==> src/hw/rtl/spvg_pkg.sv <==
// Shared types, constants and tables of the star polygon vertex generator.
`timescale 1ns / 1ps
`default_nettype none
package spvg_pkg;

	localparam int MAX_SIDES = 1024;
	localparam int N_W = $clog2(MAX_SIDES + 1);
	localparam int REM_W = N_W + 1;
	localparam int IDX_W = 10;
	localparam int PHASE_W = 32;
	localparam int DIV_STEPS = IDX_W + PHASE_W;
	localparam int DIV_PER_STAGE = 6;
	localparam int DIV_STAGES = (DIV_STEPS + DIV_PER_STAGE - 1) / DIV_PER_STAGE;
	localparam int CORDIC_STEPS = 30;
	localparam int XY_W = 34;
	localparam int Z_W = 34;
	localparam int CFG_IDX_W = 3;
	localparam int QUEUE_DEPTH = 4;
	localparam int QUEUE_PTR_W = $clog2(QUEUE_DEPTH);
	localparam int RESULT_DEPTH = 4;
	localparam int RESULT_PTR_W = $clog2(RESULT_DEPTH);
	localparam logic signed [XY_W-1:0] CORDIC_GAIN = XY_W'(652032874);
	localparam logic [16:0] LCG_MUL = 17'd69069;
	localparam logic KIND_INNER = 1'b1;

	typedef enum logic [CFG_IDX_W-1:0] {
		REG_SIDE_COUNT    = 3'd0,
		REG_CENTER_X      = 3'd1,
		REG_CENTER_Y      = 3'd2,
		REG_OUTER_RADIUS  = 3'd3,
		REG_INNER_RADIUS  = 3'd4,
		REG_OUTER_ANGLE   = 3'd5,
		REG_INNER_ANGLE   = 3'd6,
		REG_JITTER_AMOUNT = 3'd7
	} cfg_reg_t;

	typedef struct packed {
		logic              vertex_kind;
		logic [IDX_W-1:0]  vertex_index;
		logic              apply_jitter;
	} vertex_t;

	typedef struct packed {
		logic signed [31:0] point_x;
		logic signed [31:0] point_y;
	} point_t;

	typedef struct packed {
		logic [10:0]        side_count;
		logic signed [31:0] center_x;
		logic signed [31:0] center_y;
		logic [30:0]        outer_radius;
		logic [30:0]        inner_radius;
		logic [15:0]        outer_angle;
		logic [15:0]        inner_angle;
		logic signed [15:0] jitter_amount;
	} cfg_t;

	// One classified vertex request waiting for the arithmetic pipeline.
	typedef struct packed {
		logic [IDX_W-1:0] idx;
		logic [N_W-1:0]   n;
		logic [15:0]      base;
		logic [30:0]      radius;
		logic             jit;
	} job_t;

	// Arctangent of 2^-i in units of 2^-32 turn.
	function automatic logic [31:0] atan_turn(input int i);
		logic [31:0] v;
		case (i)
			0: v = 32'd536870912;
			1: v = 32'd316933406;
			2: v = 32'd167458907;
			3: v = 32'd85004756;
			4: v = 32'd42667331;
			5: v = 32'd21354465;
			6: v = 32'd10679838;
			7: v = 32'd5340245;
			8: v = 32'd2670163;
			9: v = 32'd1335087;
			10: v = 32'd667544;
			11: v = 32'd333772;
			12: v = 32'd166886;
			13: v = 32'd83443;
			14: v = 32'd41722;
			15: v = 32'd20861;
			16: v = 32'd10430;
			17: v = 32'd5215;
			18: v = 32'd2608;
			19: v = 32'd1304;
			20: v = 32'd652;
			21: v = 32'd326;
			22: v = 32'd163;
			23: v = 32'd81;
			24: v = 32'd41;
			25: v = 32'd20;
			26: v = 32'd10;
			27: v = 32'd5;
			28: v = 32'd3;
			29: v = 32'd1;
			default: v = 32'd0;
		endcase
		return v;
	endfunction

endpackage
`default_nettype wire

==> src/hw/rtl/spvg_queue.sv <==
// Short queue of classified requests between front end and pipeline.
`timescale 1ns / 1ps
`default_nettype none
module spvg_queue (
	input  logic           clk,
	input  logic           arst_n,
	input  logic           wr,
	input  spvg_pkg::job_t wr_data,
	input  logic           rd,
	output spvg_pkg::job_t rd_data,
	output logic           empty,
	output logic           full
);

	spvg_pkg::job_t                     mem_q [spvg_pkg::QUEUE_DEPTH];
	logic [spvg_pkg::QUEUE_PTR_W-1:0]   wr_ptr_q;
	logic [spvg_pkg::QUEUE_PTR_W-1:0]   rd_ptr_q;
	logic [spvg_pkg::QUEUE_PTR_W:0]     count_q;

	assign empty   = (count_q == '0);
	assign full    = (count_q == (spvg_pkg::QUEUE_PTR_W + 1)'(spvg_pkg::QUEUE_DEPTH));
	assign rd_data = mem_q[rd_ptr_q];

	always_ff @(posedge clk or negedge arst_n) begin
		if (!arst_n) begin
			wr_ptr_q <= '0;
			rd_ptr_q <= '0;
			count_q  <= '0;
		end else begin
			if (wr) wr_ptr_q <= wr_ptr_q + 1'b1;
			if (rd) rd_ptr_q <= rd_ptr_q + 1'b1;
			if (wr && !rd) begin
				count_q <= count_q + 1'b1;
			end else if (rd && !wr) begin
				count_q <= count_q - 1'b1;
			end
		end
	end

	always_ff @(posedge clk) begin
		if (wr) mem_q[wr_ptr_q] <= wr_data;
	end

endmodule
`default_nettype wire

==> config.mk <==
export PLATFORM = sky130hd
export DESIGN_NAME = spvg_queue
export DESIGN_NICKNAME = d
export VERILOG_FILES = /design/src/hw/rtl/spvg_pkg.sv /design/src/hw/rtl/spvg_queue.sv
export SDC_FILE = /design/constraint.sdc
export NUM_CORES = 1
export LEC_CHECK = 0
export ABC_AREA = 1
export BUFFER_PORTS_ARGS = -buffer_cell sky130_fd_sc_hd__buf_2
export CAP_MARGIN = 20
export CORE_MARGIN = 5
export CORE_UTILIZATION = 30
export DETAILED_ROUTE_END_ITERATION = 8
export SYNTH_ARGS = -nofsm -noshare
export SYNTH_HDL_FRONTEND = slang
export SYNTH_SLANG_ARGS = --single-unit
export TNS_END_PERCENT = 50
==> constraint.sdc <==
create_clock -name clk -period 3.6 [get_ports clk]
set_clock_uncertainty 0.1 [all_clocks]
set_input_delay 0.9 -clock clk [delete_from_list [all_inputs] [get_ports clk]]
set_output_delay 0.9 -clock clk [all_outputs]
set_load 0.02 [all_outputs]
Word-level counts from Yosys, hierarchy flattened

Memories as Yosys holds them, arrays and structs flattened.
Cells that the tools add are included.

Register bits: 7
RAM bits: 276
Input port bits: 73
Output and inout bits: 71
Word-level logic and storage cells: 19
Memories kept: 1

Memories:

| name  | depth | width | read ports | clocked after Yosys merged registers in | write ports | line             | RTL |
|---|---|---|---|---|---|---|---|
| mem_q | 4     | 69    | 1          | 0                                       | 1           | spvg_queue.sv:15 | `spvg_pkg::job_t mem_q [spvg_pkg::QUEUE_DEPTH];` |

Add/sub/neg operators: 4
Eq/ne operators: 1
Muxes and demuxes: 4
Reductions and logical operators: 6

Operators by type and width:

| operator                                                            | count |
|---|---|
| 3-bit two-way mux                                                   | 2 |
| 2-bit by 1-bit adder with 2-bit output (second input constant)      | 2 |
| 3-bit by 1-bit adder with 3-bit output (second input constant)      | 1 |
| 3-bit equality test (second input constant)                         | 1 |
| 3-bit zero test                                                     | 1 |
| 3-bit by 1-bit subtractor with 3-bit output (second input constant) | 1 |
| 1-bit logical AND                                                   | 2 |
| 1-bit zero test                                                     | 2 |
| 1-bit two-way mux                                                   | 2 |
| 2-bit nonzero test                                                  | 1 |

Depth between registers and ports, before layout

Depth in word-level cells: 4
Gate-level depth with buffers: 9
Mapped depth without buffers: 9

Worst setup path before layout

OpenSTA, ideal clock, no wires.

Kind: input port to flip-flop
Start point: input wr
End point: memory mem_q[0][0] (netlist name), enable pin
Library setup time: 0.423 ns
Arrival: 2.536 ns
Data required time: 3.077 ns
Setup slack: 0.541 ns
Stages on the path: 3
Path buffers: 1
Cell sequence: clkbuf_1 nand2_1 inv_1

Word-level cells in the longest chain between the ends: 2

Ends and longest elaborated chain:

| what                                    | line             | RTL |
|---|---|---|
| start, declared                         | spvg_queue.sv:7  | `input logic wr,` |
| 1-bit two-way mux                       | spvg_queue.sv:41 | `if (wr) mem_q[wr_ptr_q] <= wr_data;` |
| 1-bit two-way mux (not written as such) | spvg_queue.sv:41 |  |
| end, declared                           | spvg_queue.sv:15 |  |

Every way passes these cells.

==> impl_metrics.tcl <==
set metrics [dict create \
    relSlewSlack_pct 55.3 \
    crit_path_end_kind "primary output" \
    syn-num-nets 932 \
    grt_pass1_vias 6852 \
    worst_pin_slew_ns 0.671 \
    cts_hold_buf 0 \
    cts_made_buffers 31 \
    net-switching-power_uw 4580 \
    dr_total_vias 6679 \
    yosysWarnings 0 \
    clkSlewWorstSetupHoldPaths_ns 0.06 \
    hold_class "in2async" \
    p_sw_share_pct 37.6 \
    crit_type "reg2out" \
    first_iter_violations 336 \
    ir_worst_vdd_v 0.000414 \
    synth_top_area_cell "edfxtp_1" \
    post_cts_buffers 0 \
    p_int_uw 7590 \
    fp.coreArea_um2 38900 \
    drc_errors 0 \
    tns_ns 0 \
    antenna_found_initial 11 \
    cp.arrival_ns 2.29 \
    synth_area_um2 11900 \
    ioPinCount 144 \
    setup-violations-final 0 \
    ant_nets 0 \
    start_util_pct 30.5 \
    cp_max_fo 29 \
    hold_ws_ns 0.0747 \
    seqPwrFrac_pct 37.4 \
    clockBufferDepth 3 \
    layout.area.seq_um2 8470 \
    die_area_um2 43600 \
    routabilityCongestion 0.717 \
    fin_crit_ns 3.29 \
    grt_max_degree 86 \
    synth_top_area_share_pct 69.9 \
    grt_setup_unrepaired "no" \
    placedCellCount 1484 \
    synthTopCellsByArea "edfxtp_1, o211ai_2, nand2_1" \
    synth_area_per_cell_um2 13.9 \
    synth_cell_types 21 \
    maxClockFrequency_mhz 304 \
    die_w_um 209 \
    yosysSeqAreaShare_pct 71.4 \
    fin_crit_sh_pct 91.3 \
    dp.final_hpwl_mm 15.7 \
    h-tree-depth 1 \
    ys_ff_latch 283 \
    outcome "finished, final reports clean" \
    worstSkewPairLatency_ns 0.56 \
    cts_tree "yes" \
    ctsResizeCount 0 \
    grt_pass1_wl_mm 39.8 \
    p_per_area_nw_per_um2 867 \
    n_fill_cell 3776 \
    die_y_um 209 \
    cp-start-kind "flip-flop" \
    grt_use_total_pct 11.4 \
    pre_cts_slack_ns 0.824 \
    drv_slew 0 \
    finalHoldViolCount 0 \
    port_buffers 143 \
    worstPathRequired_ns 2.60 \
    areaGrowthSynthToFinish_pct 18.4 \
    grt_overflow 0 \
    drive_gt1_share_pct 28.6 \
    nets 1078 \
    clkPwrFrac_pct 25.4 \
    p_leak_uw 0.00562 \
    avgRoutedWirePerCell_um 16.5 \
    cts_sinks 283 \
    multi_input_area_um2 2410 \
    viasPerCell 4.33 \
    num_rows 72 \
    syn_inst 853 \
    power_frac_comb_pct 37.2 \
    root_buffer "clkbuf_16" \
    fin_ws_ns 0.314 \
    drt_wl_total_mm 25.4 \
    cap_violations 0 \
    first_pass_iters 5 \
    fin_cells 1542 \
]
## per-layer routing
metal | track usage, % | routed length, um
met5 | 0 | 127
met4 | 2.45 | 455
met3 | 4.03 | 1850
met2 | 18.7 | 11800
met1 | 14.8 | 11100
## stage by stage
step                util (%)  instance area (um2)  power [uW]
finish                  36.1                14000       12200
global route            36.1                14000       13000
CTS                     36.1                14000       12400
detailed placement      33.5                13000        9290
global placement        33.5                13000        9250
floorplan                  -                11900        7950
## cells by family (layout without fill, tap and decap cells)
group / count (synthesis) / after routing / share of synthesized area [%]
simple gates: 224 / 224 / 7.15
xor+xnor: 4 / 4 / 0.296
compound gates: 139 / 139 / 12.2
flops: 283 / 283 / 71.4
fa+ha+maj: 6 / 6 / 0.697
other cells: 0 / 2 / 0
buf+inv: 197 / 366 / 8.32
## power by group through the flow
stage	logic [uW]	registers (uW)	clock network (uW)
2_1_floorplan	3410	4540	0
3_3_place_gp	4650	4600	0
3_5_place_dp	4670	4630	0
4_1_cts	4680	4560	3200
5_1_grt	5020	4610	3330
6_report	4530	4550	3090
## layout by cell type, fill, tap and decap left out, drive strengths merged, types with 4 or more instances in the layout
cell,netlist,routed
o211ai,138,138
edfxtp,276,276
bufinv,0,4
ha,5,5
clkinv,1,17
dfrtp,7,7
nand2,220,220
inv,149,147
buf,46,160
clkbuf,1,36
## sequential cells by signal, indices dropped and copies added (netlist names)
| signal | count |
|---|---|
| mem_q | 276 |
| count_q | 3 |
| rd_ptr_q | 2 |
| wr_ptr_q | 2 |
## critical path, stage by stage (launching register included)
cell	delay (ns)
dfrtp_4	0.43
clkinv_2	0.46
buf_4	0.43
o211ai_1	0.13
nand2_1	0.10
buf_2	0.17
## final cells by class
cell class | instances | area share (%)
flip-flops and latches | 283 | 60.3
multi-input cells | 373 | 17.1
repair buffers | 160 | 6.72
clock buffers | 36 | 5.66
well taps | 518 | 4.62
inverters | 150 | 4.05
clock inverters | 20 | 1.46
diodes | 2 | 0.0356
## worst paths after layout
check	startpoint	endpoint	slack (ns)	cells after the start
worst max register to register	wr_ptr_q[0]	mem_q[2][6]	1.48	5
max in group asynchronous	arst_n	rd_ptr_q[1]	3.13	1
worst max-delay path	rd_ptr_q[1]	rd_data[45]	0.31	5
worst min register to register	count_q[2]	count_q[2]	0.40	2
worst min-delay path	arst_n	count_q[2]	0.07	1
min in group clk	count_q[2]	count_q[2]	0.40	2
## cell usage after synthesis
cell,n
edfxtp_1,276
nand2_1,220
inv_1,148
o211ai_2,80
o211ai_1,58
buf_6,26
buf_2,16
dfrtp_1,7
ha_1,5
xor2_1,3
buf_4,2
buf_8,2
nor3_1,2
clkbuf_1,1
clkinv_2,1
fa_1,1
inv_2,1
nand3_1,1
nand4_1,1
o21ai_1,1
xnor2_1,1
(Power assumes the default switching activity.)
