### src/hw/rtl/spvg_pkg.sv
// Shared types, constants and tables of the star polygon vertex generator.
`timescale 1ns / 1ps
`default_nettype none
package spvg_pkg;

	localparam int MAX_SIDES = 1024;
	localparam int N_W = $clog2(MAX_SIDES + 1);
	localparam int REM_W = N_W + 1;
	localparam int IDX_W = 10;
	localparam int PHASE_W = 32;
	localparam int DIV_STEPS = IDX_W + PHASE_W;
	localparam int DIV_PER_STAGE = 6;
	localparam int DIV_STAGES = (DIV_STEPS + DIV_PER_STAGE - 1) / DIV_PER_STAGE;
	localparam int CORDIC_STEPS = 30;
	localparam int XY_W = 34;
	localparam int Z_W = 34;
	localparam int CFG_IDX_W = 3;
	localparam int QUEUE_DEPTH = 4;
	localparam int QUEUE_PTR_W = $clog2(QUEUE_DEPTH);
	localparam int RESULT_DEPTH = 4;
	localparam int RESULT_PTR_W = $clog2(RESULT_DEPTH);
	localparam logic signed [XY_W-1:0] CORDIC_GAIN = XY_W'(652032874);
	localparam logic [16:0] LCG_MUL = 17'd69069;
	localparam logic KIND_INNER = 1'b1;

	typedef enum logic [CFG_IDX_W-1:0] {
		REG_SIDE_COUNT    = 3'd0,
		REG_CENTER_X      = 3'd1,
		REG_CENTER_Y      = 3'd2,
		REG_OUTER_RADIUS  = 3'd3,
		REG_INNER_RADIUS  = 3'd4,
		REG_OUTER_ANGLE   = 3'd5,
		REG_INNER_ANGLE   = 3'd6,
		REG_JITTER_AMOUNT = 3'd7
	} cfg_reg_t;

	typedef struct packed {
		logic              vertex_kind;
		logic [IDX_W-1:0]  vertex_index;
		logic              apply_jitter;
	} vertex_t;

	typedef struct packed {
		logic signed [31:0] point_x;
		logic signed [31:0] point_y;
	} point_t;

	typedef struct packed {
		logic [10:0]        side_count;
		logic signed [31:0] center_x;
		logic signed [31:0] center_y;
		logic [30:0]        outer_radius;
		logic [30:0]        inner_radius;
		logic [15:0]        outer_angle;
		logic [15:0]        inner_angle;
		logic signed [15:0] jitter_amount;
	} cfg_t;

	// One classified vertex request waiting for the arithmetic pipeline.
	typedef struct packed {
		logic [IDX_W-1:0] idx;
		logic [N_W-1:0]   n;
		logic [15:0]      base;
		logic [30:0]      radius;
		logic             jit;
	} job_t;

	// Arctangent of 2^-i in units of 2^-32 turn.
	function automatic logic [31:0] atan_turn(input int i);
		logic [31:0] v;
		case (i)
			0: v = 32'd536870912;
			1: v = 32'd316933406;
			2: v = 32'd167458907;
			3: v = 32'd85004756;
			4: v = 32'd42667331;
			5: v = 32'd21354465;
			6: v = 32'd10679838;
			7: v = 32'd5340245;
			8: v = 32'd2670163;
			9: v = 32'd1335087;
			10: v = 32'd667544;
			11: v = 32'd333772;
			12: v = 32'd166886;
			13: v = 32'd83443;
			14: v = 32'd41722;
			15: v = 32'd20861;
			16: v = 32'd10430;
			17: v = 32'd5215;
			18: v = 32'd2608;
			19: v = 32'd1304;
			20: v = 32'd652;
			21: v = 32'd326;
			22: v = 32'd163;
			23: v = 32'd81;
			24: v = 32'd41;
			25: v = 32'd20;
			26: v = 32'd10;
			27: v = 32'd5;
			28: v = 32'd3;
			29: v = 32'd1;
			default: v = 32'd0;
		endcase
		return v;
	endfunction

endpackage
`default_nettype wire

### src/hw/rtl/spvg_front.sv
// Front end: classifies a vertex request against the configuration.
`timescale 1ns / 1ps
`default_nettype none
module spvg_front (
	input  spvg_pkg::vertex_t vertex,
	input  spvg_pkg::cfg_t    cfg,
	output spvg_pkg::job_t    job
);

	always_comb begin
		job.idx = vertex.vertex_index;
		if (cfg.side_count < 11'd2) begin
			job.n = spvg_pkg::N_W'(2);
		end else if (int'(cfg.side_count) > spvg_pkg::MAX_SIDES) begin
			job.n = spvg_pkg::N_W'(spvg_pkg::MAX_SIDES);
		end else begin
			job.n = spvg_pkg::N_W'(cfg.side_count);
		end
		if (vertex.vertex_kind == spvg_pkg::KIND_INNER) begin
			job.base   = cfg.inner_angle;
			job.radius = cfg.inner_radius;
		end else begin
			job.base   = cfg.outer_angle;
			job.radius = cfg.outer_radius;
		end
		// Jitter is only worth doing when the strength is nonzero.
		job.jit = vertex.apply_jitter && (cfg.jitter_amount != 16'sd0);
	end

endmodule
`default_nettype wire

### config.mk
export PLATFORM = sky130hd
export DESIGN_NAME = spvg_front
export DESIGN_NICKNAME = d
export VERILOG_FILES = /design/src/hw/rtl/spvg_pkg.sv /design/src/hw/rtl/spvg_front.sv
export SDC_FILE = /design/constraint.sdc
export NUM_CORES = 1
export LEC_CHECK = 0
export ABC_AREA = 1
export BUFFER_PORTS_ARGS = -buffer_cell sky130_fd_sc_hd__buf_2
export CAP_MARGIN = 20
export CORE_AREA = 3 3 102 104
export DETAILED_ROUTE_END_ITERATION = 7
export DIE_AREA = 0 0 105 107
export SLEW_MARGIN = 20
export SYNTH_ARGS = -nofsm -noshare
export SYNTH_HDL_FRONTEND = slang
export SYNTH_SLANG_ARGS = --single-unit
### constraint.sdc
create_clock -name vclk -period 1.05
set_clock_uncertainty 0.2 [all_clocks]
set_input_delay 0.105 -clock vclk [all_inputs]
set_output_delay 0.105 -clock vclk [all_outputs]
set_load 0.05 [all_outputs]
# Word-level counts from Yosys, hierarchy flattened
# Index checks and enable logic that the tools add are counted.
totals:
  regBits: 0
  output_inout_bits: 69
op_classes:
  order_cmp: 2
  mux: 3
  n_reduce_logical: 2
ops:
  columns: ["cell", "count"]
  rows:
  - ["$mux 47", 1]
  - ["$mux 11", 2]
  - ["$reduce_bool 16->1", 1]
  - ["$gt 11x11->1 const B", 1]
  - ["$lt 11x2->1 const B", 1]
  - ["$logic_and 1x1->1", 1]

# Depth between registers and ports, before layout
# Gate-level depths: netlist (run 1).
logic_depth:
  ltp_word: 3
  depth_mapped: 7
  depth_no_buf: 7

# Worst setup path before layout (run 1)
# No wires, ideal clock.
synth_path:
  path_type: "in2out"
  start: "input cfg[177] (netlist bit)"
  end: "output job[48] (netlist bit)"
  arrival_ns: 1.052
  required_time_ns: 0.745
  slack_ns: -0.307
  cell_stages: 4
  path_buffers: 0
  path_cell_list: "nor2_1 > nand2_1 > nor2_4 > a31oi_1"
synth_lines:
  columns: ["element", "line_no", "rtl"]
  rows:
  - ["start: declaration", "spvg_front.sv:6", "input spvg_pkg::cfg_t cfg,"]
  - ["end: declaration", "spvg_front.sv:7", "output spvg_pkg::job_t job"]

==> reports/results.tsv, run 1 <==
stage	metric	value	unit
global_route	grt_util_met3	0.03311	
drt	first_iter_violations	63	
placement	pre_cts_slack	-0.4025	ns
drt	vias	1546	
synthesis	synth_seq_area_share	0	
critical_path	arrival	1.09	ns
clock_tree	postCtsHoldBufs	0	
drt	totalWireLength	5939	um
placement	place_congestion	0.6809	
critical_path	path_class	primary input to primary output	
sta	finalCriticalPeriod	1.390	ns
synthesis	synthesis.nets	305	
floorplanning	fp-row-count	36	
placement	hpwl	4725	um
outcome	status	finished with violations	
sta	worstMarginPinSlew	0.2841	ns
sta	max_freq	0.7192	GHz
synthesis	post_synth.cell_area_avg	8.538	um2
power	leakage	1.571	nW
outcome	violations	setup timing	
drt	viasPerCell	3.638	
hold_path	hold_depth	0	
sta	maxSlewHeadroom	0.8099	
placement	placed_area	2287	um2
finish	diodes	0	
critical_path	crit_path_max_incr_delay	0.24	ns
drt	drtPass1Iterations	4	
run	maxCapViolations	0	
floorplanning	die_w	105	um
sta	worst_slack	-0.3404	ns
power	power_density	643.8	nW/um2
global_route	grtUsageMet2	0.1829	
global_route	grt_max_degree	8	
synthesis	yosysUniqueCellTypes	18	
synthesis	yosys_warnings	0	
global_route	grt_antenna_before_repair	0	
critical_path	crit_buf_inv	3	
drt	drc_errors	0	
floorplanning	dieArea	11240	um2
global_route	grt_use_total	0.09660	
power	ir_drop	0.2360	mV
global_route	met1_usage	0.1109	
critical_path	crit_family	simple AND/OR/NAND/NOR gates	
global_route	grt-busiest-layer	met2	
global_route	grt_pass1_wl	8721	um
global_route	grt_pass1_vias	1637	
finish	final_cell_mix	buf_2, buf_6, mux2_4	
finish	syn_to_final_growth	220.4	%
critical_path	setup.worst_path.start_class	primary input	
synthesis	synth_top_cell_area_share	0.5739	
finish	layout_commonest_cell	buf_2	
critical_path	crit_slowest_cell	or2_4	
floorplanning	core	9639	um2
hold_path	hold_start	vertex[1]	
floorplanning	fp.dieH	107	um
placement	portBuffers	182	
synthesis	synth_area_leaders	mux2_1, nor2_4, buf_4, nor2_1, buf_6	
finish	nNetsFinal	491	
finish	clock_buffers	0	
synthesis	syn_inst	108	
floorplanning	num_io_pins	266	
global_route	gr-total-overflow	0	
sta	finalSetupTns	-11.84	ns
critical_path	cp-end-kind	primary output	
synthesis	synth_top_cell_by_area	mux2_1	
drt	wl_per_cell	13.97	um
hold_path	whs_endpoint	job[59]	
finish	drive_above_1_share	0.9315	
sta	finalHoldViolCount	0	
synthesis	synth_area	922.1	um2
critical_path	crit_required	0.74	ns
sta	period_share	1.324	
critical_path	cp_max_fo	7	
finish	fill_cells	1018	
sta	rsz0062_at_grt	true	
sta	slew_viol_final	0	
finish	seq_cells	0	
critical_path	crit_cells	8	
drt	ant_nets	0	
critical_path	path_cells	buf_6 > or2_4 > nor2_4 > nand2_2 > nand2_4 > inv_8 > nor2_4 > buf_6	
finish	seq_area	0	um2
floorplanning	start_util	0.09566	
finish	design_area	2954	um2
sta	setup_viol	57	
hold_path	hp-class	primary input to primary output	
==> cell usage after synthesis (all sizes together) <==
cell	count
or2	1
clkbuf	1
nand3	1
mux2	47
nand4	2
buf	15
nand2	7
nor2	22
inv	10
o21a	1
a31oi	1
==> repair_timing <==
| action | CTS | global route |
|---|---|---|
| setup buffers | 2 | 2 |
| resized for setup | 155 | 21 |
| setup endpoints to repair | 57 | 57 |
| pin swaps | 10 | 9 |
| gates cloned | 2 | 0 |
==> per-stage QoR <==
stage	cells	power [W]	utilization	hold slack (ns)
after floorplan	108	0.001100	-	0.1061
after global placement	421	0.001516	0.2373	0.01034
after detailed placement	421	0.001526	0.2373	0.01034
after CTS	425	0.001875	0.2978	0.01034
after global routing	425	0.001984	0.3065	0.01007
final	425	0.001902	0.3065	0.01002
==> worst max path at each step <==
stage               endpoint     start
finish               job[50]  cfg[176]
global route         job[50]  cfg[176]
CTS                  job[50]  cfg[176]
detailed placement   job[50]  cfg[176]
global placement     job[50]  cfg[176]
floorplan            job[50]  cfg[176]
==> power by group <==
part | switching [W] | leakage (nW) | internal [W] | total (W)
registers | 0 | 0 | 0 | 0
clock network | 0 | 0 | 0 | 0
logic | 0.000990 | 1.57 | 0.000911 | 0.00190
==> final cells by class <==
| class | instances | area [um2] | share of cell area |
|---|---|---|---|
| multi-input combinational | 82 | 1002 | 0.3393 |
| timing repair buffer | 200 | 1740 | 0.5892 |
| inverter | 10 | 45.04 | 0.01525 |
| tap | 133 | 166.4 | 0.05633 |
==> cells by family after synthesis <==
family / after synthesis / synth area share
compound gates: 2 / 0.01493
buf+inv: 26 / 0.1859
mux: 47 / 0.5740
simple gates: 33 / 0.2252
==> routing by layer <==
metal / share of wire / wire length (um)
met5: 0 / 0
met1: 0.35 / 2103
met3: 0.13 / 785
met4: 0 / 0
met2: 0.51 / 3050
Note: power is estimated with default switching activity, not from simulation.
==> inputs of run 2 (changes only) <==
--- a/config.mk
+++ b/config.mk
@@ -11,6 +11,7 @@
 export CORE_AREA = 3 3 102 104
 export DETAILED_ROUTE_END_ITERATION = 7
 export DIE_AREA = 0 0 105 107
+export PLACE_DENSITY = 0.54
 export SLEW_MARGIN = 20
 export SYNTH_ARGS = -nofsm -noshare
 export SYNTH_HDL_FRONTEND = slang
==> run 2 against run 1 <==
The flow still finishes with violations (setup timing). Core utilization fell by 1.6 points. Worst hold slack did not move. Wire length fell by 7.1%. Power fell by 3.9%. Maximum frequency rose by 4.2%. Flip-flop and latch count did not move. Critical path depth did not move. Die area did not move. Final cell count fell by 1.9%. Non-clock buffer count fell by 8. Global-route usage fell by 0.94 points. Critical path type unchanged. Critical endpoint is now job[55]. Highest routed layer is now met4.
==> reports/results.tsv, run 2 (same netlist as run 1, synthesis figures left out) <==
stage	metric	value	unit	change
outcome	status	finished with violations		
outcome	violations	setup timing		
power	power_density	652.6	nW/um2	+1.4%
sta	worstMarginPinSlew	0.2495	ns	-0.03463 ns
critical_path	crit_required	0.74	ns	about the same
placement	pre_cts_slack	-0.3897	ns	+0.01282 ns
drt	totalWireLength	5517	um	-7.1%
finish	layout_commonest_cell	buf_2		
clock_tree	postCtsSetupRepairBufs	0		-2
floorplanning	core	9639	um2	unchanged
sta	setup_viol	57		unchanged
sta	rsz0062_at_grt	true		
critical_path	cp_max_fo	7		unchanged
power	power_switching	0.0009620	W	-2.9%
drt	ant_nets	0		unchanged
critical_path	arrival	1.03	ns	-0.06 ns
finish	drive_above_1_share	0.9225		-0.008972
critical_path	path_class	primary input to primary output		
global_route	grt_use_total	0.08720		-0.009393
finish	nNetsFinal	483		-1.6%
finish	diodes	0		unchanged
global_route	gr-total-overflow	0		unchanged
sta	max_freq	0.7497	GHz	+4.2%
finish	final_cell_mix	buf_2, buf_6, mux2_4		
sta	finalCriticalPeriod	1.334	ns	-0.05650 ns
floorplanning	dieArea	11240	um2	unchanged
power	p_comb_frac	1.000		about the same
sta	maxSlewHeadroom	0.8348		+0.02493
placement	portBuffers	182		unchanged
sta	slew_viol_final	0		unchanged
floorplanning	fp-row-count	36		unchanged
finish	seq_cells	0		unchanged
critical_path	cp-end-kind	primary output		
drt	vias	1493		-3.4%
floorplanning	fp.dieH	107	um	unchanged
global_route	grt_pass1_wl	8010	um	-8.2%
finish	fill_cells	1040		+2.2%
floorplanning	start_util	0.09566		unchanged
clock_tree	postCtsHoldBufs	0		unchanged
drt	first_iter_violations	42		-33%
critical_path	setup.worst_path.start_class	primary input		
floorplanning	num_io_pins	266		unchanged
power	power.share.sequential	0		unchanged
drt	viasPerCell	3.580		-1.6%
drt	wl_per_cell	13.23	um	-5.3%
power	ir_drop	0.2421	mV	+2.6%
sta	finalHoldViolCount	0		unchanged
placement	dp_cells	414		-1.7%
power	cell_internal_pwr	0.0008663	W	-4.9%
global_route	grt_antenna_before_repair	0		unchanged
finish	fin_cells	417		-1.9%
global_route	grt_max_degree	9		+1
sta	finalSetupTns	-7.179	ns	+4.656 ns
hold_path	hp-class	primary input to primary output		
power	power	0.001828	W	-3.9%
power	leakage	1.503	nW	-4.3%
run	maxCapViolations	0		unchanged
placement	place_congestion	0.7164		+5.2%
placement	hpwl	4683	um	-0.89%
sta	whs	0.01002	ns	unchanged
finish	syn_to_final_growth	203.8	%	
sta	worst_slack	-0.2839	ns	+0.05650 ns
finish	clock_buffers	0		unchanged
global_route	grt_pass1_vias	1582		-3.4%
floorplanning	die_w	105	um	unchanged
finish	seq_area	0	um2	unchanged
power	clkPwrFrac	0		unchanged
power	switching_share	0.5262		+0.005333
sta	period_share	1.270		-0.05381
drt	drc_errors	0		unchanged
drt	drtPass1Iterations	4		unchanged
-- run 2: critical path, cell delays in order --
cell and delay (ns):
buf_6 0.09, or2_4 0.25, nor2_4 0.10, nand2_2 0.07, nand2_4 0.09, inv_8 0.06
nor2_4 0.10, buf_8 0.15
-- run 2: final timing paths --
| path | end | from | slack, ns | cells after the start |
|---|---|---|---|---|
| worst min-delay path | job[61] | vertex[3] | 0.01 | 0 |
| worst max-delay path | job[55] | cfg[176] | -0.28 | 8 |
-- run 2: what timing repair did --
action / in CTS / in global routing
setup endpoints to repair: 57 / 58
resized for setup: 129 / 19
cloned: 3 / 0
pin swaps: 6 / 7
-- run 2: layer usage --
layer  part of all wire  global-route usage  up-vias
li1                   -                   -      711
met1               0.30             0.07832      671
met2               0.54              0.1792      109
met3               0.16             0.04576        2
met4             0.0015            0.003749        0
met5                  0                   0        -
-- run 2: through the flow --
stage | cell area [um2] | utilization
final | 2801 | 0.2906
after global routing | 2801 | 0.2906
after CTS | 2724 | 0.2826
after detailed placement | 2237 | 0.2321
after global placement | 2237 | 0.2321
after floorplan | 1126 | -
-- run 2: power by group through the flow --
stage | clock [W] | combinational (W) | sequential [W]
after floorplan | 0 | 0.00110 | 0
after global placement | 0 | 0.00150 | 0
after detailed placement | 0 | 0.00151 | 0
after CTS | 0 | 0.00181 | 0
after global routing | 0 | 0.00191 | 0
final | 0 | 0.00183 | 0
-- run 2: area by class of cell --
class	count	area, um2	share of cell area
Multi-Input combinational cell	82	975.9	0.3484
Inverter	10	45.04	0.01608
Timing Repair Buffer	192	1614	0.5762
Tap cell	133	166.4	0.05940
