File: src/hw/rtl/spvg_pkg.sv
// Shared types, constants and tables of the star polygon vertex generator.
`timescale 1ns / 1ps
`default_nettype none
package spvg_pkg;

	localparam int MAX_SIDES = 1024;
	localparam int N_W = $clog2(MAX_SIDES + 1);
	localparam int REM_W = N_W + 1;
	localparam int IDX_W = 10;
	localparam int PHASE_W = 32;
	localparam int DIV_STEPS = IDX_W + PHASE_W;
	localparam int DIV_PER_STAGE = 6;
	localparam int DIV_STAGES = (DIV_STEPS + DIV_PER_STAGE - 1) / DIV_PER_STAGE;
	localparam int CORDIC_STEPS = 30;
	localparam int XY_W = 34;
	localparam int Z_W = 34;
	localparam int CFG_IDX_W = 3;
	localparam int QUEUE_DEPTH = 4;
	localparam int QUEUE_PTR_W = $clog2(QUEUE_DEPTH);
	localparam int RESULT_DEPTH = 4;
	localparam int RESULT_PTR_W = $clog2(RESULT_DEPTH);
	localparam logic signed [XY_W-1:0] CORDIC_GAIN = XY_W'(652032874);
	localparam logic [16:0] LCG_MUL = 17'd69069;
	localparam logic KIND_INNER = 1'b1;

	typedef enum logic [CFG_IDX_W-1:0] {
		REG_SIDE_COUNT    = 3'd0,
		REG_CENTER_X      = 3'd1,
		REG_CENTER_Y      = 3'd2,
		REG_OUTER_RADIUS  = 3'd3,
		REG_INNER_RADIUS  = 3'd4,
		REG_OUTER_ANGLE   = 3'd5,
		REG_INNER_ANGLE   = 3'd6,
		REG_JITTER_AMOUNT = 3'd7
	} cfg_reg_t;

	typedef struct packed {
		logic              vertex_kind;
		logic [IDX_W-1:0]  vertex_index;
		logic              apply_jitter;
	} vertex_t;

	typedef struct packed {
		logic signed [31:0] point_x;
		logic signed [31:0] point_y;
	} point_t;

	typedef struct packed {
		logic [10:0]        side_count;
		logic signed [31:0] center_x;
		logic signed [31:0] center_y;
		logic [30:0]        outer_radius;
		logic [30:0]        inner_radius;
		logic [15:0]        outer_angle;
		logic [15:0]        inner_angle;
		logic signed [15:0] jitter_amount;
	} cfg_t;

	// One classified vertex request waiting for the arithmetic pipeline.
	typedef struct packed {
		logic [IDX_W-1:0] idx;
		logic [N_W-1:0]   n;
		logic [15:0]      base;
		logic [30:0]      radius;
		logic             jit;
	} job_t;

	// Arctangent of 2^-i in units of 2^-32 turn.
	function automatic logic [31:0] atan_turn(input int i);
		logic [31:0] v;
		case (i)
			0: v = 32'd536870912;
			1: v = 32'd316933406;
			2: v = 32'd167458907;
			3: v = 32'd85004756;
			4: v = 32'd42667331;
			5: v = 32'd21354465;
			6: v = 32'd10679838;
			7: v = 32'd5340245;
			8: v = 32'd2670163;
			9: v = 32'd1335087;
			10: v = 32'd667544;
			11: v = 32'd333772;
			12: v = 32'd166886;
			13: v = 32'd83443;
			14: v = 32'd41722;
			15: v = 32'd20861;
			16: v = 32'd10430;
			17: v = 32'd5215;
			18: v = 32'd2608;
			19: v = 32'd1304;
			20: v = 32'd652;
			21: v = 32'd326;
			22: v = 32'd163;
			23: v = 32'd81;
			24: v = 32'd41;
			25: v = 32'd20;
			26: v = 32'd10;
			27: v = 32'd5;
			28: v = 32'd3;
			29: v = 32'd1;
			default: v = 32'd0;
		endcase
		return v;
	endfunction

endpackage
`default_nettype wire

File: src/hw/rtl/spvg_result_queue.sv
// Output queue of finished vertex coordinates.
`timescale 1ns / 1ps
`default_nettype none
module spvg_result_queue (
	input  logic             clk,
	input  logic             arst_n,
	input  logic             wr,
	input  spvg_pkg::point_t wr_data,
	input  logic             rd,
	output spvg_pkg::point_t rd_data,
	output logic             empty,
	output logic             full
);

	spvg_pkg::point_t                   mem_q [spvg_pkg::RESULT_DEPTH];
	logic [spvg_pkg::RESULT_PTR_W-1:0]  wr_ptr_q;
	logic [spvg_pkg::RESULT_PTR_W-1:0]  rd_ptr_q;
	logic [spvg_pkg::RESULT_PTR_W:0]    count_q;
	logic                               rd_ok;

	assign empty   = (count_q == '0);
	assign full    = (count_q == (spvg_pkg::RESULT_PTR_W + 1)'(spvg_pkg::RESULT_DEPTH));
	assign rd_data = mem_q[rd_ptr_q];
	assign rd_ok   = rd && !empty;

	always_ff @(posedge clk or negedge arst_n) begin
		if (!arst_n) begin
			wr_ptr_q <= '0;
			rd_ptr_q <= '0;
			count_q  <= '0;
		end else begin
			if (wr) wr_ptr_q <= wr_ptr_q + 1'b1;
			if (rd_ok) rd_ptr_q <= rd_ptr_q + 1'b1;
			if (wr && !rd_ok) begin
				count_q <= count_q + 1'b1;
			end else if (rd_ok && !wr) begin
				count_q <= count_q - 1'b1;
			end
		end
	end

	always_ff @(posedge clk) begin
		if (wr) mem_q[wr_ptr_q] <= wr_data;
	end

endmodule
`default_nettype wire

File: config.mk
export PLATFORM = sky130hd
export DESIGN_NAME = spvg_result_queue
export DESIGN_NICKNAME = d
export VERILOG_FILES = /design/src/hw/rtl/spvg_pkg.sv /design/src/hw/rtl/spvg_result_queue.sv
export SDC_FILE = /design/constraint.sdc
export NUM_CORES = 1
export LEC_CHECK = 0
export ABC_AREA = 1
export ABC_CLOCK_PERIOD_IN_PS = 3400
export BUFFER_PORTS_ARGS = -buffer_cell sky130_fd_sc_hd__clkbuf_2
export CAP_MARGIN = 25
export CORE_ASPECT_RATIO = 1.1
export CORE_MARGIN = 4
export CORE_UTILIZATION = 55
export DETAILED_ROUTE_END_ITERATION = 7
export HOLD_SLACK_MARGIN = 0.02
export PLACE_DENSITY = 0.76
export REMOVE_ABC_BUFFERS = 1
export SYNTH_ARGS = -nofsm -noshare
export SYNTH_HDL_FRONTEND = slang
export SYNTH_SLANG_ARGS = --single-unit
File: constraint.sdc
create_clock -name clk -period 3.4 [get_ports clk]
set_clock_uncertainty 0.2 [all_clocks]
set_input_delay 1.02 -clock clk [delete_from_list [all_inputs] [get_ports clk]]
set_output_delay 1.02 -clock clk [all_outputs]
set_load 0.01 [all_outputs]
======== After elaboration in Yosys (flattened, before gate mapping) ========
Memories as Yosys holds them, arrays and structs flattened.
Cells that the tools add are included.
W data, S select, Z words.
word-level totals
  output and inout port bits .............. 66
  input port bits ......................... 68
  register bits ........................... 7
  logic and storage cells ................. 21
  memories kept ........................... 1
  bits in writable memories ............... 256
memories
  memory  words  bits a word  read ports  clocked after memory_dff  write ports  RTL line                 RTL
  mem_q   4      64           1           0                         1            spvg_result_queue.sv:15  spvg_pkg::point_t mem_q [spvg_pkg::RESULT_DEPTH];
cells by class
  eq/ne operators ......................... 1
  $add $sub $neg .......................... 4
  reductions and logical operators ........ 8
  muxes and demuxes ....................... 4
operator list
  cell                   count
  $mux W3                2
  $add A2 B1 Y2 const B  2
  $add A3 B1 Y3 const B  1
  $eq A3 B3 Y1 const B   1
  $logic_and A1 B1 Y1    3
  $logic_not A1 Y1       3
  $logic_not A3 Y1       1
  $sub A3 B1 Y3 const B  1
  $mux W1                2
  $reduce_bool A2 Y1     1

======== Longest topological paths before layout ========
Gate-level depths: netlist of run 1.
  depth after elaboration ................. 6
  depth in mapped cells ................... 11
  gate-level depth less buffers ........... 11

======== Worst setup path after synthesis of run 1 ========
Ideal clock, no wire load.
  kind .................................... input port to flip-flop
  from .................................... in wr
  to ...................................... mem mem_q[0][0] (netlist bit), enable pin
  arrival time ............................ 2.552 ns
  buffers on the path ..................... 1
  stages .................................. 3
  setup slack ............................. 0.230 ns
  setup time .............................. 0.418 ns
  data required time ...................... 2.782 ns
  cells stage by stage .................... clkbuf_1 nand2_1 inv_1
between the ends
  cells in the longest elaborated chain, start to end .. 2
ends and longest elaborated chain
  what                           RTL line                 RTL
  start: declaration             spvg_result_queue.sv:7   input logic wr,
  $mux W1                        spvg_result_queue.sv:43  if (wr) mem_q[wr_ptr_q] <= wr_data;
  $mux W1 (not written as such)  spvg_result_queue.sv:43
  end: declaration               spvg_result_queue.sv:15
No other way between the ends.

==> flow_metrics.tcl, run 1 <==
set metrics [dict create \
    yosys_register_bits 263 \
    via_per_inst 5.142 \
    fp.dieW_um 140.6 \
    track_usage_pct 17.78 \
    final_common_cell "edfxtp_1" \
    cts_hold_buf 0 \
    syn_to_final_growth_pct 14.98 \
    r2r_setup_slack_ns 1.36 \
    use_met1_pct 22.67 \
    place_congestion 0.7315 \
    max_cap_violations 0 \
    yosys_warnings 0 \
    cts.sink_count 263 \
    critPathKind "reg -> out" \
    tns_ns 0 \
    grt_max_degree 66 \
    cp-end-kind "output port" \
    period_share_pct 94.05 \
    tightest_slew_ns 0.5646 \
    dp_hpwl_um 11570 \
    cp.arrival_ns 1.98 \
    slew_violations 0 \
    period_needed_ns 3.198 \
    start_kind "flop" \
    final_cell_mix "256 x edfxtp_1, 212 x nand2_1, 136 x inv_1, 133 x clkbuf_2, 128 x o211ai_1" \
    drive_gt1_share_pct 19.62 \
    p_leak_nw 5.035 \
    power_mw 10.47 \
    crit_fanout 29 \
    vias 6170 \
    die_y_um 153.9 \
    syn_avg_cell_area_um2 13.26 \
    antenna_found_initial 1 \
    ir_worst_vdd_mv 0.5722 \
    fp.dieArea_um2 21650 \
    slew_headroom_pct 62.36 \
    fmax_ghz 0.3127 \
    clockBufferDepth 3 \
    synth.distinct_cells 19 \
    top_usage_layer "met2" \
    syn_area_um2 10640 \
    clk_pin_slew_worst_paths_ns 0.06 \
    htree_num_levels 1 \
    hold_path_class "in -> async" \
    grt_pass1_vias 6001 \
    overflow 0 \
    drtPass1Iterations 5 \
    row_count 53 \
    holdWs_ns 0.1501 \
    required_ns 2.18 \
    io_buffers 133 \
    place_ws_ns 0.7068 \
    fin_ws_ns 0.2024 \
    synthCells 803 \
    grt_pass1_wl_um 30550 \
    numCtsBuffers 26 \
    coreArea_um2 19100 \
    antenna_left 0 \
    finalSetupViolCount 0 \
    seq_area_frac_synth_pct 73.87 \
    initial_core_util_pct 55.73 \
    status "finished, final reports clean" \
    post-route-drc-count 0 \
    clock-root-buffer "clkbuf_16" \
    power_density_nw_per_um2 855.4 \
    wirelength_um 19170 \
    ioPinCount 134 \
    fin_nets 1012 \
    gr-usage-met3_pct 4.137 \
    cts_setup_buffers 0 \
    n_fill_cell 1418 \
    wire_per_inst_um 15.97 \
    clk_latency_ns 0.50 \
    cts_tree "yes" \
    cts_resized 0 \
    diodes 0 \
    use_met2_pct 31.04 \
    first_iter_violations 262 \
    hold_viol 0 \
    rsz0062_at_grt "false" \
]
flip-flops by register name (all words and copies together) (netlist names):
register / flops
mem_q: 256
count_q: 3
rd_ptr_q: 2
wr_ptr_q: 2
cells in the mapped netlist, drive strengths merged:
cell type    n  area share (%)
clkbuf       5            0.18
nand4        1           0.059
xor2         1           0.082
nor3         1           0.047
nand2      212             7.5
ha           5            0.59
dfrtp        7             1.6
o211ai     128             9.0
edfxtp     256              72
fa           1            0.19
inv        142             5.0
o21ai        1           0.047
xnor2        1           0.082
nand3        3            0.14
nor2         1           0.035
buf         38             3.2
logic make-up after synthesis:
| kind of cell | share of synthesized area (%) |
|---|---|
| AOI/OAI and AO/OA | 9.075 |
| xor gates and xnor gates | 0.1646 |
| adders and majority gates | 0.7758 |
| buffers and inverters | 8.358 |
| DFF | 73.87 |
| and+or+nand+nor | 7.758 |
worst max-delay path, stage by stage, from the launching register on:
cell,delay (ns)
dfrtp_1,0.44
inv_6,0.22
buf_4,0.33
nand2_1,0.10
o211ai_1,0.10
nand2_1,0.12
clkbuf_2,0.15
path summary, 6_finish.rpt:
path	startpoint	depth (start not counted)	to
setup / recovery	rd_ptr_q[0]$_DFFE_PN0P_	6	rd_data[3]
max in group asynchronous	arst_n	1	rd_ptr_q[1]$_DFFE_PN0P_
setup reg to reg	count_q[0]$_DFFE_PN0P_	10	count_q[2]$_DFFE_PN0P_
hold reg to reg	count_q[2]$_DFFE_PN0P_	2	count_q[2]$_DFFE_PN0P_
min in group clk	count_q[2]$_DFFE_PN0P_	2	count_q[2]$_DFFE_PN0P_
hold / removal	arst_n	1	wr_ptr_q[0]$_DFFE_PN0P_
routing by layer:
layer | vias to the layer above | share of wire (%)
met1 | 2933 | 40
met2 | 152 | 51
li1 | 3057 | -
met5 | - | 0.047
met3 | 26 | 6.7
met4 | 2 | 1.7
cell type report:
class	instances	area (µm²)	share of cell area (%)
sequential	263	7864	64.26
multi-input combinational	355	1892	15.46
timing repair buffer	150	859.6	7.024
clock buffer	34	701.9	5.736
inverter	142	543.0	4.437
tap	247	309.0	2.525
clock inverter	9	68.82	0.5623
stage by stage:
stage / cells / util (%) / instance area (µm²)
after global routing: 1200 / 64.08 / 12240
after floorplan: 760 / - / 10290
after global placement: 1157 / 60.02 / 11460
after CTS: 1200 / 64.06 / 12230
after detailed placement: 1157 / 60.02 / 11460
final: 1200 / 64.08 / 12240
power breakdown:
group	switching (mW)	leakage, nW	internal [mW]
Clock	1.06	0.374	1.52
Sequential	0.159	2.43	4.24
Combinational	2.32	2.23	1.18
Total	3.53	5.04	6.94
No activity file was read; power rests on OpenSTA's default activity.
==> run 2, diff against run 1 <==
--- a/config.mk
+++ b/config.mk
@@ -11,10 +11,9 @@
 export CAP_MARGIN = 25
 export CORE_ASPECT_RATIO = 1.1
 export CORE_MARGIN = 4
-export CORE_UTILIZATION = 55
+export CORE_UTILIZATION = 45
 export DETAILED_ROUTE_END_ITERATION = 7
 export HOLD_SLACK_MARGIN = 0.02
-export PLACE_DENSITY = 0.76
 export REMOVE_ABC_BUFFERS = 1
 export SYNTH_ARGS = -nofsm -noshare
 export SYNTH_HDL_FRONTEND = slang
==> run 2 against run 1 <==
- power is 3.4% higher
- count of clock-buffer cells in the layout fell by 4
- non-clock buffer count is the same
- clock power is 12% higher
- first-iteration DRC count is 24% higher
- sequential power grew 0.9%
- critical path type unchanged
- highest routed layer unchanged
==> flow_metrics.tcl, run 2 (synthesis gave the netlist of run 1 again) <==
set metrics [dict create \
    status "finished, final reports clean" \
    tns_ns 0 \
    cp.arrival_ns 2.04 \
    hold_viol 0 \
    via_per_inst 4.855 \
    cpLargestDelayFamily "flip-flops" \
    critPathMaxStageDelay_ns 0.62 \
    cts_setup_buffers 0 \
    antenna_found_initial 4 \
    cp-startpoint "rd_ptr_q[1]$_DFFE_PN0P_" \
    n_fill_cell 1951 \
    ir_worst_vdd_mv 0.4515 \
    row_count 58 \
    crit_fanout 47 \
    crit_cells 5 \
    first_iter_violations 326 \
    final_cell_mix "256 x edfxtp_1, 212 x nand2_1, 136 x inv_1, 133 x clkbuf_2, 128 x o211ai_1" \
    coreArea_um2 23080 \
    hold_path_class "in -> async" \
    drive_gt1_share_pct 20.52 \
    top_regs "mem_q (256), count_q (3)" \
    rr_startpoint "count_q[0]$_DFFE_PN0P_" \
    clockBufferDepth 3 \
    fp.dieArea_um2 26180 \
    critPathKind "reg -> out" \
    clk_latency_ns 0.53 \
    fmax_ghz 0.3070 \
    cts_hold_buf 0 \
    finalSetupViolCount 0 \
    cp-end-kind "output port" \
    slew_violations 0 \
    antenna_left 0 \
    wire_per_inst_um 16.04 \
    holdWs_ns 0.1235 \
    cts.sink_count 263 \
    power_density_nw_per_um2 869.4 \
    clock-root-buffer "clkbuf_16" \
    required_ns 2.18 \
    cp_slowest_cell "dfrtp_4" \
    fp.dieW_um 154.6 \
    htree_num_levels 1 \
    wirelength_um 20210 \
    initial_core_util_pct 46.12 \
    vias 6117 \
    fin_nets 1013 \
    final_common_cell "edfxtp_1" \
    period_needed_ns 3.257 \
    largest_reg_flops 256 \
    rsz0062_at_grt "false" \
    diodes 0 \
    start_kind "flop" \
    grt_pass1_vias 5980 \
    cts_tree "yes" \
    place_congestion 0.7622 \
    dp_hpwl_um 11920 \
    clk_pin_slew_worst_paths_ns 0.06 \
    tightest_slew_ns 0.6114 \
    syn_to_final_growth_pct 16.96 \
    p_leak_nw 5.083 \
    grt_pass1_wl_um 32130 \
    period_share_pct 95.79 \
    max_cap_violations 0 \
    io_buffers 133 \
    ioPinCount 134 \
    drtPass1Iterations 4 \
    die_y_um 169.3 \
    rr_worst_depth 10 \
    cp_num_buf_inv 3 \
    track_usage_pct 15.44 \
    post-route-drc-count 0 \
    slew_headroom_pct 59.24 \
    overflow 0 \
    grt_max_degree 59 \
    largest-register "mem_q" \
    numCtsBuffers 27 \
    path_cells "inv_2, buf_12, o211ai_1, nand2_1, clkbuf_2" \
]
## run 2: cell count changes in the layout (fill, tap and decap cells not counted)
cell        previous run  this run
buf_12                 5         8
inv_6                  1         2
buf_4                 11         9
dfrtp_4                0         1
clkinvlp_4             0         5
clkinv_1               6         7
clkbuf_1               7         3
buf_6                  1         0
clkinv_2               5         6
clkinv_4               0         1
bufinv_16              1         3
dfrtp_2                1         0
## run 2: power breakdown
group	internal [mW]	switching, mW	total, mW
sequential	4.24	0.200	4.44
clock	1.69	1.19	2.88
combinational	1.22	2.29	3.50
## run 2: per-layer routing
metal	up-vias	share of wire [%]	GRT usage (%)
li1	3077	-	-
met1	2879	43	20.17
met2	122	49	26.37
met3	31	5.8	3.826
met4	8	1.3	3.495
met5	-	0.26	0
## run 2: cell type report
type	count	area, µm²	share of cell area [%]
Clock buffer	30	686.9	5.518
Multi-Input combinational cell	355	1892	15.20
Clock inverter	20	190.2	1.528
Inverter	142	545.5	4.382
Tap cell	300	375.4	3.015
Sequential cell	263	7866	63.19
Timing Repair Buffer	150	893.4	7.176
## run 2: worst paths after layout
kind                                      endpoint  slack (ns)
max                                     rd_data[4]        0.14
min                         count_q[0]$_DFFE_PN0P_        0.12
max reg2reg                 count_q[2]$_DFFE_PN0P_        1.40
min reg2reg                 count_q[2]$_DFFE_PN0P_        0.27
max in group asynchronous  rd_ptr_q[1]$_DFFE_PN0P_        2.67
min in group clk            count_q[2]$_DFFE_PN0P_        0.27
## run 2: stage by stage
| step | setup slack, ns | power (mW) | cells | util (%) | instance area [µm²] |
|---|---|---|---|---|---|
| 3_5_place_dp | 0.6234 | 8.109 | 1210 | 50.12 | 11570 |
| 5_1_grt | 0.02476 | 11.57 | 1260 | 53.95 | 12450 |
| 2_1_floorplan | -0.5908 | 6.587 | 760 | - | 10290 |
| 3_3_place_gp | 0.6207 | 8.075 | 1210 | 50.12 | 11570 |
| 6_report | 0.1430 | 10.82 | 1260 | 53.95 | 12450 |
| 4_1_cts | 0.04570 | 11.00 | 1260 | 53.93 | 12440 |
## run 2: worst reg2reg max path: stages, from the launching register on
cell     delay [ns]
dfrtp_1        0.44
nor2_1         0.12
nand2_1        0.13
nand2_1        0.12
ha_1           0.18
inv_1          0.07
fa_1           0.38
inv_1          0.06
nand2_1        0.06
nand4_1        0.09
nand2_1        0.06
## run 2: timing repair
item / 4_1_cts / 5_1_grt
endpoints found under the hold margin: 0 / 0
gates resized for setup: 0 / 3
setup endpoints to repair: 0 / 29
==> run 3, diff against run 2 <==
--- a/config.mk
+++ b/config.mk
@@ -9,7 +9,6 @@
 export ABC_CLOCK_PERIOD_IN_PS = 3400
 export BUFFER_PORTS_ARGS = -buffer_cell sky130_fd_sc_hd__clkbuf_2
 export CAP_MARGIN = 25
-export CORE_ASPECT_RATIO = 1.1
 export CORE_MARGIN = 4
 export CORE_UTILIZATION = 45
 export DETAILED_ROUTE_END_ITERATION = 7
==> run 3 against run 2 <==
- critical path depth up 1
- final cell count up 1.5%
- clock power down 2%
- first-iteration DRC count up 7.4%
- global-route usage down 0.24 points
- via count up 0.93%
- sequential power down 0.9%
- die area about the same
- flip-flop and latch count unchanged
- critical path type unchanged
- highest routed layer unchanged
==> flow_metrics.tcl, run 3 (synthesis gave the netlist of run 1 again) <==
set metrics [dict create \
    design_area_um2 12480 \
    clk_pin_slew_worst_paths_ns 0.06 \
    ir_worst_vdd_mv 0.5194 \
    clockPowerShare_pct 26.2 \
    grt_pass1_vias 6010 \
    cts_hold_buf 0 \
    final_common_cell "edfxtp_1" \
    fp.dieArea_um2 26180 \
    intPower_mw 7.173 \
    antenna_found_initial 2 \
    grt_pass1_wl_um 31660 \
    period_share_pct 94.20 \
    crit_fanout 52 \
    fin_ws_ns 0.1973 \
    row_count 56 \
    cp-end-kind "output port" \
    cp.arrival_ns 1.98 \
    fmax_ghz 0.3122 \
    routed-wl-met3_um 1111 \
    wire_per_inst_um 15.67 \
    initial_core_util_pct 45.48 \
    period_needed_ns 3.203 \
    n_fill_cell 2032 \
    status "finished, final reports clean" \
    hold_viol 0 \
    htree_num_levels 1 \
    io_buffers 133 \
    required_ns 2.18 \
    critPathKind "reg -> out" \
    clock-root-buffer "clkbuf_16" \
    power_density_nw_per_um2 865.0 \
    syn_to_final_growth_pct 17.26 \
    placement.cell_area_um2 11620 \
    cts.sink_count 263 \
    dp_hpwl_um 11800 \
    max_cap_violations 0 \
    place_congestion 0.7287 \
    cp_slowest_cell "dfrtp_1" \
    p_leak_nw 5.090 \
    rsz0062_at_grt "false" \
    post-route-drc-count 0 \
    finalSetupViolCount 0 \
    path_cells "inv_8, buf_4, nand2_1, o211ai_1, nand2_1, clkbuf_2" \
    start_kind "flop" \
    via_per_inst 4.827 \
    wl_met2_um 9724 \
    fin_nets 1014 \
    p_switching_mw 3.623 \
    drtPass1Iterations 4 \
    hold_path_class "in -> async" \
    first_iter_violations 350 \
    power_mw 10.80 \
    largest-register "mem_q" \
    critPathMaxStageDelay_ns 0.45 \
    track_usage_pct 15.20 \
    holdWs_ns 0.1343 \
    grt_max_degree 66 \
    overflow 0 \
    clockBufferDepth 3 \
    cts_tree "yes" \
    top_regs "mem_q (256), count_q (3)" \
    vias 6174 \
    slew_headroom_pct 65.52 \
    numCtsBuffers 28 \
    fp.dieW_um 161.8 \
    place_ws_ns 0.6838 \
    drive_gt1_share_pct 19.92 \
    clk_latency_ns 0.52 \
    tns_ns 0 \
    routed.top_layer "met5" \
    cpMostUsedCell "nand2_1" \
    combPwrFrac_pct 33.0 \
    wirelength_um 20050 \
    ioPinCount 134 \
    tightest_slew_ns 0.5172 \
    final_cell_mix "256 x edfxtp_1, 212 x nand2_1, 136 x inv_1, 133 x clkbuf_2, 128 x o211ai_1" \
    wl_met1_um 8689 \
    swShare_pct 33.56 \
    die_y_um 161.8 \
    antenna_left 0 \
    largest_reg_flops 256 \
    power.share.sequential_pct 40.7 \
    coreArea_um2 23400 \
    slew_violations 0 \
]
[run 3: cell types whose count changed in the layout (fill, tap and decap cells not counted), moves of 2 or more]
cell and change:
clkinv_1 -4, clkinvlp_4 -4, buf_4 -2, clkbuf_1 +9, inv_6 -2, clkbuf_16 +2, buf_12 +2
[run 3: timing repair]
| item | 4_1_cts | 5_1_grt |
|---|---|---|
| endpoints found under the setup margin | 0 | 13 |
| setup buffers | 0 | 0 |
| resized for setup | 0 | 3 |
[run 3: area by class of cell]
| cell class | instances | area (µm²) | share of cell area, % |
|---|---|---|---|
| Antenna cell | 1 | 2.502 | 0.02005 |
| Tap cell | 319 | 399.1 | 3.198 |
| Clock buffer | 41 | 770.7 | 6.175 |
| Clock inverter | 8 | 88.84 | 0.7118 |
| Timing Repair Buffer | 150 | 918.4 | 7.358 |
| Inverter | 142 | 545.5 | 4.371 |
| Sequential cell | 263 | 7864 | 63.01 |
| Multi-Input combinational cell | 355 | 1892 | 15.16 |
[run 3: path summary, 6_finish.rpt]
path                                          from                 endpoint  slack (ns)  cells past startpoint
max                        rd_ptr_q[0]$_DFFE_PN0P_              rd_data[63]        0.20                      6
min                                         arst_n   count_q[0]$_DFFE_PN0P_        0.13                      1
max reg2reg                wr_ptr_q[0]$_DFFE_PN0P_    mem_q[2][0]$_DFFE_PP_        1.40                      5
min reg2reg                 count_q[2]$_DFFE_PN0P_   count_q[2]$_DFFE_PN0P_        0.27                      2
max in group asynchronous                   arst_n  rd_ptr_q[1]$_DFFE_PN0P_        2.67                      1
min in group clk            count_q[2]$_DFFE_PN0P_   count_q[2]$_DFFE_PN0P_        0.27                      2
[run 3: power by group through the flow]
| stage | Clock (mW) | Combinational [mW] | Sequential (mW) |
|---|---|---|---|
| after detailed placement | 0 | 3.66 | 4.46 |
| final | 2.83 | 3.57 | 4.40 |
| after floorplan | 0 | 2.07 | 4.52 |
| after global placement | 0 | 3.62 | 4.45 |
| after global routing | 3.05 | 4.02 | 4.45 |
| after CTS | 2.91 | 3.67 | 4.40 |
[run 3: worst max-delay path: cells and delay by family, from the launching register on]
family / cells / cell delay, ns
buffers and inverters: 3 / 0.74
AND/OR/NAND/NOR: 2 / 0.17
AO/OA/AOI/OAI: 1 / 0.10
flip-flops: 1 / 0.45
[run 3: stage by stage]
stage / instances / utilization, %
after floorplan: 760 / -
after global placement: 1229 / 49.64
after detailed placement: 1229 / 49.64
after CTS: 1278 / 53.31
after global routing: 1279 / 53.33
final: 1279 / 53.33
[run 3: per-layer routing]
metal / vias up / global-route usage (%)
met5: - / 0
met4: 2 / 4.383
met1: 2911 / 20.10
met3: 41 / 3.197
li1: 3078 / -
met2: 142 / 25.65
